$ cat src/rtl/core/mcstb_pkg.sv
// Package for the multi-channel second timer bank.
// Holds the command codes, default sizes and the reset durations.
// No dependencies.
package mcstb_pkg;

  localparam int NUM_TIMERS_DEF = 7;
  localparam int COUNT_BITS_DEF = 16;

  // Duration registers on the configuration port
  localparam int NUM_REGS  = 7;
  localparam int DUR_W     = 16;
  localparam int REG_IDX_W = 3;

  // Fixed field widths
  localparam int OP_W      = 3;
  localparam int TIDX_W    = 3;
  localparam int REM_W     = 16;
  localparam int MASK_W    = 7;
  localparam int FIRST_W   = 3;

  typedef enum logic [OP_W-1:0] {
    OP_TICK      = 3'd0,
    OP_START     = 3'd1,
    OP_START_REC = 3'd2,
    OP_DISARM    = 3'd3,
    OP_QUERY     = 3'd4,
    OP_TAKE      = 3'd5
  } op_e;

  typedef logic [DUR_W-1:0] dur_t;

  localparam dur_t DUR_CONNECT_RETRY = 16'd120;
  localparam dur_t DUR_HOLD          = 16'd30;
  localparam dur_t DUR_KEEPALIVE     = 16'd15;

  // Value of duration register k after reset
  function automatic dur_t dur_reset_val(input int k);
    dur_t v;
    case (k)
      0:       v = DUR_CONNECT_RETRY;
      1:       v = DUR_HOLD;
      2:       v = DUR_KEEPALIVE;
      3:       v = DUR_KEEPALIVE;
      4:       v = DUR_HOLD;
      default: v = '0;
    endcase
    return v;
  endfunction

endpackage

$ cat src/rtl/core/multi_channel_second_timer_bank_unit.sv
// Multi-channel second timer bank: a bank of one-shot/recurring second timers.
// One command per transfer; one result per command.
// Depends on mcstb_pkg.
//
// Usage:
//   Input channel (in_valid_i / in_stall_o) carries opcode_i and timer_index_i:
//   tick, start one-shot, start recurring, disarm, query, take fired.
//   Output channel (out_valid_o / out_stall_i) carries one result per command:
//   status, remaining seconds, fired-taken flag, fired mask and lowest fired.
//   The configuration port (cfg_we_i, cfg_index_i, cfg_data_i) writes the
//   duration of timer cfg_index_i; write it only while the bank is idle.
// Timing:
//   A command waits in the input register, is executed against the timer
//   state in a single pass and lands in the result register once that one
//   is empty or not stalled. One command per cycle is sustained while
//   out_stall_i is low; the single-pass update of all counters and flags sets this.
// Reset: all timers disarmed with zero counters, durations at their defaults,
//   both pipeline registers empty.
// Stall: a stalled result holds; the input register takes one more command,
//   then in_stall_o rises until the result is taken.
module multi_channel_second_timer_bank_unit #(
  parameter int NUM_TIMERS = mcstb_pkg::NUM_TIMERS_DEF,
  parameter int COUNT_BITS = mcstb_pkg::COUNT_BITS_DEF
) (
  input  logic                            clk_i,
  input  logic                            rst_ni,
  // configuration
  input  logic                            cfg_we_i,
  input  logic [mcstb_pkg::REG_IDX_W-1:0] cfg_index_i,
  input  logic [mcstb_pkg::DUR_W-1:0]     cfg_data_i,
  // command channel
  input  logic                            in_valid_i,
  output logic                            in_stall_o,
  input  logic [mcstb_pkg::OP_W-1:0]      opcode_i,
  input  logic [mcstb_pkg::TIDX_W-1:0]    timer_index_i,
  // result channel
  output logic                            out_valid_o,
  input  logic                            out_stall_i,
  output logic                            status_o,
  output logic [mcstb_pkg::REM_W-1:0]     remaining_seconds_o,
  output logic                            fired_taken_o,
  output logic [mcstb_pkg::MASK_W-1:0]    fired_mask_o,
  output logic                            any_fired_o,
  output logic [mcstb_pkg::FIRST_W-1:0]   first_fired_o
);
  import mcstb_pkg::*;

  localparam int NDUR = (NUM_TIMERS < NUM_REGS) ? NUM_TIMERS : NUM_REGS;

  typedef logic [COUNT_BITS-1:0] cnt_t;

  // Duration registers
  dur_t dur_q [NDUR];
  dur_t tdur  [NUM_TIMERS];
  cnt_t load  [NUM_TIMERS];

  // Timer state
  cnt_t                  cnt_q [NUM_TIMERS];
  cnt_t                  cnt_d [NUM_TIMERS];
  logic [NUM_TIMERS-1:0] armed_q, armed_d;
  logic [NUM_TIMERS-1:0] rec_q, rec_d;
  logic [NUM_TIMERS-1:0] sel;
  logic [NUM_TIMERS-1:0] fired;

  // Input register
  logic                  in_vld_q, in_vld_d;
  op_e                   op_q;
  logic [TIDX_W-1:0]     idx_q;
  logic                  in_take;
  logic                  advance;
  logic                  idx_ok;

  // Result register
  logic                  out_vld_q, out_vld_d;
  logic                  status_q, status_d;
  logic [REM_W-1:0]      rem_q, rem_d;
  logic                  taken_q, taken_d;
  logic [MASK_W-1:0]     mask_q, mask_d;
  logic                  any_q, any_d;
  logic [FIRST_W-1:0]    first_q, first_d;

  // ---------------------------------------------------------------------------
  // Handshake
  // ---------------------------------------------------------------------------
  assign advance    = in_vld_q && (!out_vld_q || !out_stall_i);
  assign in_stall_o = in_vld_q && !advance;
  assign in_take    = in_valid_i && !in_stall_o;

  always_comb begin
    in_vld_d = in_vld_q;
    if (in_take) begin
      in_vld_d = 1'b1;
    end else if (advance) begin
      in_vld_d = 1'b0;
    end
    out_vld_d = out_vld_q;
    if (advance) begin
      out_vld_d = 1'b1;
    end else if (!out_stall_i) begin
      out_vld_d = 1'b0;
    end
  end

  always_ff @(posedge clk_i or negedge rst_ni) begin
    if (!rst_ni) begin
      in_vld_q  <= 1'b0;
      out_vld_q <= 1'b0;
    end else begin
      in_vld_q  <= in_vld_d;
      out_vld_q <= out_vld_d;
    end
  end

  always_ff @(posedge clk_i) begin
    if (in_take) begin
      op_q  <= op_e'(opcode_i);
      idx_q <= timer_index_i;
    end
  end

  // ---------------------------------------------------------------------------
  // Duration registers
  // ---------------------------------------------------------------------------
  always_ff @(posedge clk_i or negedge rst_ni) begin
    if (!rst_ni) begin
      for (int k = 0; k < NDUR; k++) begin
        dur_q[k] <= dur_reset_val(k);
      end
    end else begin
      for (int k = 0; k < NDUR; k++) begin
        if (cfg_we_i && (32'(cfg_index_i) == k)) begin
          dur_q[k] <= cfg_data_i;
        end
      end
    end
  end

  // Timers without a register have zero duration and never arm
  for (genvar g = 0; g < NUM_TIMERS; g++) begin : g_dur
    if (g < NDUR) begin : g_reg
      assign tdur[g] = dur_q[g];
    end else begin : g_zero
      assign tdur[g] = '0;
    end
    assign load[g] = COUNT_BITS'(tdur[g]);
  end

  // ---------------------------------------------------------------------------
  // Single-pass command execution
  // ---------------------------------------------------------------------------
  assign idx_ok = 32'(idx_q) < NUM_TIMERS;

  always_comb begin
    for (int k = 0; k < NUM_TIMERS; k++) begin
      sel[k] = idx_ok && (32'(idx_q) == k);
    end
  end

  always_comb begin
    status_d = 1'b0;
    rem_d    = '0;
    taken_d  = 1'b0;
    armed_d  = armed_q;
    rec_d    = rec_q;
    for (int k = 0; k < NUM_TIMERS; k++) begin
      cnt_d[k] = cnt_q[k];
    end

    case (op_q)
      OP_START, OP_START_REC, OP_DISARM, OP_QUERY, OP_TAKE: status_d = !idx_ok;
      default:                                              status_d = 1'b0;
    endcase

    for (int k = 0; k < NUM_TIMERS; k++) begin
      case (op_q)
        OP_TICK: begin
          if (armed_q[k] && (cnt_q[k] != '0)) begin
            cnt_d[k] = cnt_q[k] - 1'b1;
          end
        end
        OP_START, OP_START_REC: begin
          if (sel[k]) begin
            // zero duration: disarm, leave counter and mode alone
            if (tdur[k] == '0) begin
              armed_d[k] = 1'b0;
            end else begin
              cnt_d[k]   = load[k];
              armed_d[k] = 1'b1;
              rec_d[k]   = (op_q == OP_START_REC);
            end
          end
        end
        OP_DISARM: begin
          if (sel[k]) begin
            armed_d[k] = 1'b0;
            rec_d[k]   = 1'b0;
            cnt_d[k]   = '0;
          end
        end
        OP_QUERY: begin
          if (sel[k] && armed_q[k]) begin
            rem_d = rem_d | REM_W'(cnt_q[k]);
          end
        end
        OP_TAKE: begin
          if (sel[k] && armed_q[k] && (cnt_q[k] == '0)) begin
            taken_d = 1'b1;
            if (rec_q[k]) begin
              cnt_d[k] = load[k];
            end else begin
              armed_d[k] = 1'b0;
            end
          end
        end
        default: begin
        end
      endcase
    end

    // fired view after the step
    for (int k = 0; k < NUM_TIMERS; k++) begin
      fired[k] = armed_d[k] && (cnt_d[k] == '0);
    end
    any_d   = |fired;
    first_d = '0;
    for (int k = NUM_TIMERS - 1; k >= 0; k--) begin
      if (fired[k]) begin
        first_d = FIRST_W'(k);
      end
    end
    for (int j = 0; j < MASK_W; j++) begin
      mask_d[j] = (j < NUM_TIMERS) ? fired[j % NUM_TIMERS] : 1'b0;
    end
  end

  always_ff @(posedge clk_i or negedge rst_ni) begin
    if (!rst_ni) begin
      armed_q <= '0;
      rec_q   <= '0;
      for (int k = 0; k < NUM_TIMERS; k++) begin
        cnt_q[k] <= '0;
      end
    end else if (advance) begin
      armed_q <= armed_d;
      rec_q   <= rec_d;
      for (int k = 0; k < NUM_TIMERS; k++) begin
        cnt_q[k] <= cnt_d[k];
      end
    end
  end

  always_ff @(posedge clk_i) begin
    if (advance) begin
      status_q <= status_d;
      rem_q    <= rem_d;
      taken_q  <= taken_d;
      mask_q   <= mask_d;
      any_q    <= any_d;
      first_q  <= first_d;
    end
  end

  assign out_valid_o         = out_vld_q;
  assign status_o            = status_q;
  assign remaining_seconds_o = rem_q;
  assign fired_taken_o       = taken_q;
  assign fired_mask_o        = mask_q;
  assign any_fired_o         = any_q;
  assign first_fired_o       = first_q;

endmodule

$ cat config.mk
export PLATFORM = sky130hd
export DESIGN_NAME = multi_channel_second_timer_bank_unit
export DESIGN_NICKNAME = d
export VERILOG_FILES = /design/src/rtl/core/mcstb_pkg.sv /design/src/rtl/core/multi_channel_second_timer_bank_unit.sv
export SDC_FILE = /design/constraint.sdc
export NUM_CORES = 1
export LEC_CHECK = 0
export BUFFER_PORTS_ARGS = -buffer_cell sky130_fd_sc_hd__buf_4
export CORE_ASPECT_RATIO = 1.1
export CORE_UTILIZATION = 45
export CTS_CLUSTER_DIAMETER = 200
export CTS_CLUSTER_SIZE = 14
export DETAILED_ROUTE_END_ITERATION = 7
export SLEW_MARGIN = 20
export SYNTH_ARGS = -nofsm -noshare
export SYNTH_HDL_FRONTEND = slang
export SYNTH_SLANG_ARGS = --single-unit
$ cat constraint.sdc
create_clock -name clk_i -period 4.1 [get_ports clk_i]
set_input_delay 0 -clock clk_i [delete_from_list [all_inputs] [get_ports clk_i]]
set_output_delay 0 -clock clk_i [all_outputs]
set_load 0.02 [all_outputs]
==> flow_metrics.env, run 1 <==
export IMPL_outcome="complete, no violations"
export IMPL_synth_area_um2=17000
export IMPL_fin_util_pct=52.3
export IMPL_dpl_hpwl_um=50200
export IMPL_maxSlewViolCount=0
export IMPL_fp_dieW_um=187
export IMPL_crit_family="simple AND/OR/NAND/NOR gates"
export IMPL_grt_max_degree=100
export IMPL_grt_pass1_wl_um=104000
export IMPL_fin_crit_ns=3.93
export IMPL_path_clk_slew_ns=0.07
export IMPL_nFillCells=3518
export IMPL_synth_area_leaders="dfrtp_1 (32%), mux2_2 (8.0%), edfxtp_1 (6.2%)"
export IMPL_remaining_drc_errors=0
export IMPL_netlist_instances=1851
export IMPL_rsz0062_at_grt="false"
export IMPL_gp_congestion=1.03
export IMPL_placementRows=74
export IMPL_finalCritPeriodShare_pct=95.8
export IMPL_antenna_found_initial=3
export IMPL_initial_utilization_pct=45.8
export IMPL_io_buffers=60
export IMPL_clk_path_buf_depth=3
export IMPL_dr_pass1_iters=8
export IMPL_startpoint_type="flop"
export IMPL_ys_types=90
export IMPL_avgViaCountPerCell=6.80
export IMPL_slew_headroom_pct=29.5
export IMPL_cts_root_buf="clkbuf_16"
export IMPL_ys_warn_count=0
export IMPL_seq_area_frac_synth_pct=41.7
export IMPL_syn_nets=1888
export IMPL_synth_top_cell_area_share_pct=32.4
export IMPL_ant_nets=0
export IMPL_slowest_stage="nor4_1"
export IMPL_crit_fanout=7
export IMPL_syn_to_final_growth_pct=14.3
export IMPL_cap_violations=0
export IMPL_clk_latency_ns=0.56
export IMPL_ir_worst_vdd_uv=328
export IMPL_core_area_um2=37100
export IMPL_setup_viol=0
export IMPL_dieArea_um2=38500
export IMPL_n_antenna_cell=0
export IMPL_hold_path_class="in -> async"
export IMPL_clock_sinks=275
export IMPL_grt_overflow=0
export IMPL_skew_ns=0.0286
export IMPL_io_pins=61
export IMPL_fmax_ghz=0.255
export IMPL_hold_viol=0
export IMPL_grt_usage_pct=36.3
export IMPL_fin_nets=1981
export IMPL_post_drt_wl_per_cell_um=28.5
export IMPL_num_vias=16700
export IMPL_synth_area_per_cell_um2=9.18
export IMPL_numCtsBuffers=23
export IMPL_worst_slew_pin_slew_ns=1.05
export IMPL_worstPathArrival_ns=4.32
export IMPL_post_cts_buffers=0
export IMPL_crit_chain="nor4_1 -> nand4_1 -> buf_4 -> o21ai_0 -> a21oi_1 -> o21ai_0 -> o2111ai_1 -> nor4_1 -> buf_4 -> a311oi_1 -> nor3_1"
export IMPL_drtIter0Drc=1957
export IMPL_tritoncts="done"
export IMPL_end_kind="flop"
export IMPL_drt_total_wl_um=69900
export IMPL_fin_tns_setup_ns=0
export IMPL_htree_num_levels=1
export IMPL_synth_edf_count=35
export IMPL_crit_type="reg -> reg"
export IMPL_synth_main_ff_cell="dfrtp_1"
export IMPL_die_h_um=206
export IMPL_p_per_area_nw_per_um2=591
export IMPL_crit_buf_inv=2
export IMPL_ys_ff_latch=275
export IMPL_leakage_nw=7.78
export IMPL_slowest_delay_ns=0.57
export IMPL_synth_async_sr_flop_share_pct=87.3
export IMPL_yosys_area_top_type="dfrtp_1"
export IMPL_drive_above_1_share_pct=20.6
export IMPL_grt_pass1_vias=15500
export IMPL_crit_required_ns=4.49
==> repair_timing <==
item | in CTS | in global routing
hold buffers | 26 | 0
setup endpoints to repair | 0 | 3
resized for setup | 0 | 4
endpoints found under the hold margin | 217 | 0
==> Yosys cell counts, types with 16 or more instances <==
cell type / instances
edfxtp_1: 35
a31oi_1: 38
dfstp_2: 20
a21oi_1: 87
or3_1: 31
nor2_1: 113
dfrtp_1: 220
nand2_1: 179
inv_1: 37
clkbuf_1: 119
xnor2_1: 20
nand4_1: 30
or2_2: 18
a22o_1: 25
a222oi_1: 18
nor3b_1: 16
and2_1: 17
o21ai_0: 138
nand3_1: 43
nor4_1: 68
mux2_2: 120
a22oi_1: 49
or4_1: 18
nor3_1: 70
==> placed cells by master (no fill, tap or decap), types with 18 or more instances in the layout <==
master         count
edfxtp_1          35
a31oi_1           38
nand2_1          178
a22oi_1           49
dlygate4sd3_1     26
nand4_1           30
nor2_1           112
nor4_1            68
inv_1             36
nor3_1            68
a21oi_1           87
or2_2             18
and2_1            18
or4_1             18
clkbuf_16         23
dfstp_2           20
xnor2_1           20
o21ai_0          137
mux2_2           120
nand3_1           43
a22o_1            25
or3_1             30
dfrtp_1          220
buf_4            180
a222oi_1          18
==> where the power goes <==
| group | leakage, nW | total (mW) | internal [mW] | switching, mW |
|---|---|---|---|---|
| Clock | 0.301 | 2.10 | 1.05 | 1.06 |
| Sequential | 3.35 | 4.48 | 3.47 | 1.01 |
| Combinational | 4.13 | 4.89 | 1.98 | 2.91 |
| Total | 7.78 | 11.5 | 6.50 | 4.98 |
==> metrics by stage <==
step | area [um2] | total power, mW | setup WS [ns] | hold slack (ns) | std cells
after global routing | 19400 | 12.1 | 0.0311 | 0.0876 | 2452
after global placement | 18500 | 9.18 | 0.230 | 0.0807 | 2387
after floorplan | 17000 | 7.31 | 0.589 | -0.296 | 1851
final | 19400 | 11.5 | 0.173 | 0.0598 | 2452
after detailed placement | 18500 | 9.19 | 0.178 | 0.0957 | 2387
after CTS | 19400 | 11.3 | 0.141 | 0.0360 | 2452
==> layer usage <==
layer	part of all wire [%]	global-route usage [%]
met5	0	0
met4	4.9	15.5
met3	9.0	6.41
met2	44	56.4
met1	42	49.6
==> registers in the layout, summed over array words and instances (netlist names), 3 cells and up <==
name and count:
idx_q 3, dur_q 112, fired_mask_o 7, cnt_q 112, armed_q 7, first_fired_o 3, remaining_seconds_o 16, op_q 3
rec_q 7
==> cells by family after synthesis <==
family | share of synthesized area, %
simple gates | 22.0
flops | 41.7
compound gates | 21.1
buf+inv | 4.22
fa+ha+maj | 0.515
xor+xnor | 1.70
mux | 8.72
==> path summary, 6_finish.rpt <==
path / from / cells after the start / slack [ns] / endpoint
hold reg to reg: dur_q[37] / 1 / 0.53 / dur_q[37]
max in group asynchronous: rst_ni / 3 / 2.88 / cnt_q[42]
hold / removal: rst_ni / 2 / 0.06 / dur_q[21]
setup reg to reg: cnt_q[9] / 11 / 0.17 / first_fired_o[1]
setup / recovery: cnt_q[9] / 11 / 0.17 / first_fired_o[1]
min in group clk_i: cfg_index_i[0] / 5 / 0.08 / dur_q[79]
==> cell type report <==
class | count | area [um2] | share of cell area, %
well taps | 494 | 618 | 3.18
repair buffers | 210 | 1690 | 8.69
clock buffers | 38 | 632 | 3.25
flip-flops and latches | 275 | 7080 | 36.5
multi-input cells | 1397 | 9250 | 47.6
inverters | 37 | 140 | 0.722
clock inverters | 1 | 7.51 | 0.0387
Note: power is estimated with default switching activity, not from simulation.
==> run 2, diff against run 1 <==
--- a/config.mk
+++ b/config.mk
@@ -5,12 +5,12 @@
 export SDC_FILE = /design/constraint.sdc
 export NUM_CORES = 1
 export LEC_CHECK = 0
-export BUFFER_PORTS_ARGS = -buffer_cell sky130_fd_sc_hd__buf_4
 export CORE_ASPECT_RATIO = 1.1
 export CORE_UTILIZATION = 45
 export CTS_CLUSTER_DIAMETER = 200
 export CTS_CLUSTER_SIZE = 14
 export DETAILED_ROUTE_END_ITERATION = 7
+export DONT_BUFFER_PORTS = 1
 export SLEW_MARGIN = 20
 export SYNTH_ARGS = -nofsm -noshare
 export SYNTH_HDL_FRONTEND = slang
==> run 2 against run 1 <==
Net effect:
- the run now ends with negative hold slack left
- total power decreased by 1.4%
- sequential power increased by 2%
- non-clock buffer count decreased by 61
- final area decreased by 2.3%
- sequential share of layout area increased by 0.86 points
- wire length decreased by 1.0%
- sequential cell count unchanged
- clock skew decreased by 0.0078 ns
- clock power about the same
- critical path type unchanged
- critical endpoint unchanged
- highest routed layer is now met5
==> flow_metrics.env, run 2 (same netlist as run 1, synthesis figures left out) <==
export IMPL_grt_pass1_wl_um=103000
export IMPL_fin_tns_setup_ns=0
export IMPL_layout_common_cells="dfrtp_1 (220), nand2_1 (178), o21ai_0 (138), mux2_2 (120), buf_4 (119)"
export IMPL_grt_overflow=0
export IMPL_numCtsBuffers=23
export IMPL_syn_to_final_growth_pct=11.6
export IMPL_core_area_um2=37100
export IMPL_worst_slew_pin_slew_ns=1.08
export IMPL_setup_viol=0
export IMPL_fin_nets=1920
export IMPL_hold_path_class="in -> async"
export IMPL_path_clk_slew_ns=0.08
export IMPL_path_depth=11
export IMPL_fin_crit_ns=3.93
export IMPL_htree_num_levels=1
export IMPL_grt_max_degree=241
export IMPL_io_buffers=0
export IMPL_slowest_delay_ns=0.52
export IMPL_crit_required_ns=4.40
export IMPL_holdWs_ns=-0.862
export IMPL_dieArea_um2=38500
export IMPL_nFillCells=3518
export IMPL_hold_buffers=30
export IMPL_crit_type="reg -> reg"
export IMPL_final_cells=2398
export IMPL_end_kind="flop"
export IMPL_clock_sinks=275
export IMPL_ir_worst_vdd_uv=351
export IMPL_fmax_ghz=0.254
export IMPL_dpl_hpwl_um=49600
export IMPL_drtIter0Drc=2245
export IMPL_ant_nets=0
export IMPL_dr_pass1_iters=8
export IMPL_finalCritPeriodShare_pct=95.8
export IMPL_io_pins=61
export IMPL_maxSlewViolCount=0
export IMPL_leakage_nw=7.47
export IMPL_rsz0062_at_grt="false"
export IMPL_outcome="complete, but fails checks"
export IMPL_placementRows=74
export IMPL_antenna_found_initial=11
export IMPL_grt_pass1_vias=15400
export IMPL_num_vias=16300
export IMPL_drt_total_wl_um=69200
export IMPL_clk_latency_ns=0.56
export IMPL_grt_usage_pct=36.0
export IMPL_slew_headroom_pct=27.9
export IMPL_slowest_stage="or3b_2"
export IMPL_crit_buf_inv=1
export IMPL_tritoncts="done"
export IMPL_worstPathArrival_ns=4.23
export IMPL_crit_fanout=10
export IMPL_crit_chain="inv_1 -> ha_1 -> or3b_2 -> nor4_4 -> a31oi_1 -> or2_1 -> a211o_1 -> nor4_1 -> nand4_1 -> a311oi_1 -> nor3_1"
export IMPL_post_drt_wl_per_cell_um=28.9
export IMPL_crit_family="simple AND/OR/NAND/NOR gates"
export IMPL_remaining_drc_errors=0
export IMPL_p_per_area_nw_per_um2=597
export IMPL_skew_ns=0.0208
export IMPL_drive_above_1_share_pct=17.9
export IMPL_dpl_cell_count=2322
export IMPL_gp_congestion=1.02
export IMPL_layout_commonest_cell="dfrtp_1"
export IMPL_die_h_um=206
export IMPL_clk_path_buf_depth=3
export IMPL_avgViaCountPerCell=6.79
export IMPL_hold_viol=240
export IMPL_r2r_cells=11
export IMPL_startpoint_type="flop"
export IMPL_cap_violations=0
export IMPL_violations="negative hold slack"
export IMPL_fp_dieW_um=187
export IMPL_initial_utilization_pct=45.8
export IMPL_cts_root_buf="clkbuf_16"
run 2: through the flow:
stage	setup WS [ns]	utilization (%)	power (mW)	instance area, um2	hold slack, ns
finish	0.171	51.1	11.3	19000	-0.862
global placement	0.167	48.4	8.99	18000	-0.288
floorplan	0.589	-	7.31	17000	-0.296
detailed placement	0.167	48.4	9.00	18000	-0.290
CTS	0.171	51.0	11.2	18900	-0.882
global route	0.000887	51.1	11.9	19000	-0.874
run 2: path summary, 6_finish.rpt:
path | slack (ns) | to | start
worst min-delay path | -0.86 | cnt_q[31] | rst_ni
worst min register to register | 0.52 | cnt_q[55] | cnt_q[55]
min in group clk_i | 0.01 | dur_q[41] | cfg_index_i[2]
max in group asynchronous | 4.46 | cnt_q[71] | rst_ni
worst max register to register | 0.17 | first_fired_o[1] | cnt_q[16]
worst max-delay path | 0.17 | first_fired_o[1] | cnt_q[16]
run 2: repair_timing:
| item | in CTS | in global routing |
|---|---|---|
| hold endpoints to repair | 366 | 240 |
| setup endpoints to repair | 0 | 3 |
| gates resized for setup | 0 | 4 |
| buffers inserted | 0 | 0 |
run 2: layer usage:
metal | wire, um | vias to the layer above | track usage [%]
met5 | 78 | - | 0
met4 | 3220 | 10 | 16.2
met3 | 5980 | 146 | 5.39
met2 | 30600 | 895 | 55.0
met1 | 29400 | 8076 | 50.4
li1 | - | 7150 | -
run 2: worst reg2reg max path: stages, from the launching register on:
cell and delay [ns]:
dfrtp_1 0.45, inv_1 0.11, ha_1 0.20, or3b_2 0.52, nor4_4 0.35, a31oi_1 0.22, or2_1 0.41, a211o_1 0.38
nor4_1 0.34, nand4_1 0.30, a311oi_1 0.33, nor3_1 0.07
run 2: final cells by class:
type | count | area [um2] | share of cell area (%)
clock inverter | 1 | 7.51 | 0.0396
timing repair buffer | 149 | 1190 | 6.29
sequential | 275 | 7080 | 37.3
tap | 494 | 618 | 3.26
multi-input combinational | 1397 | 9280 | 48.9
antenna | 6 | 15.0 | 0.0792
inverter | 37 | 140 | 0.739
clock buffer | 39 | 636 | 3.35
run 2: power breakdown:
part           internal (mW)  leakage (nW)  switching (mW)  total (mW)
sequential              3.47          3.35            1.09        4.56
clock                   1.05         0.303            1.06        2.12
combinational           1.91          3.81            2.73        4.64
total                   6.43          7.47            4.89        11.3
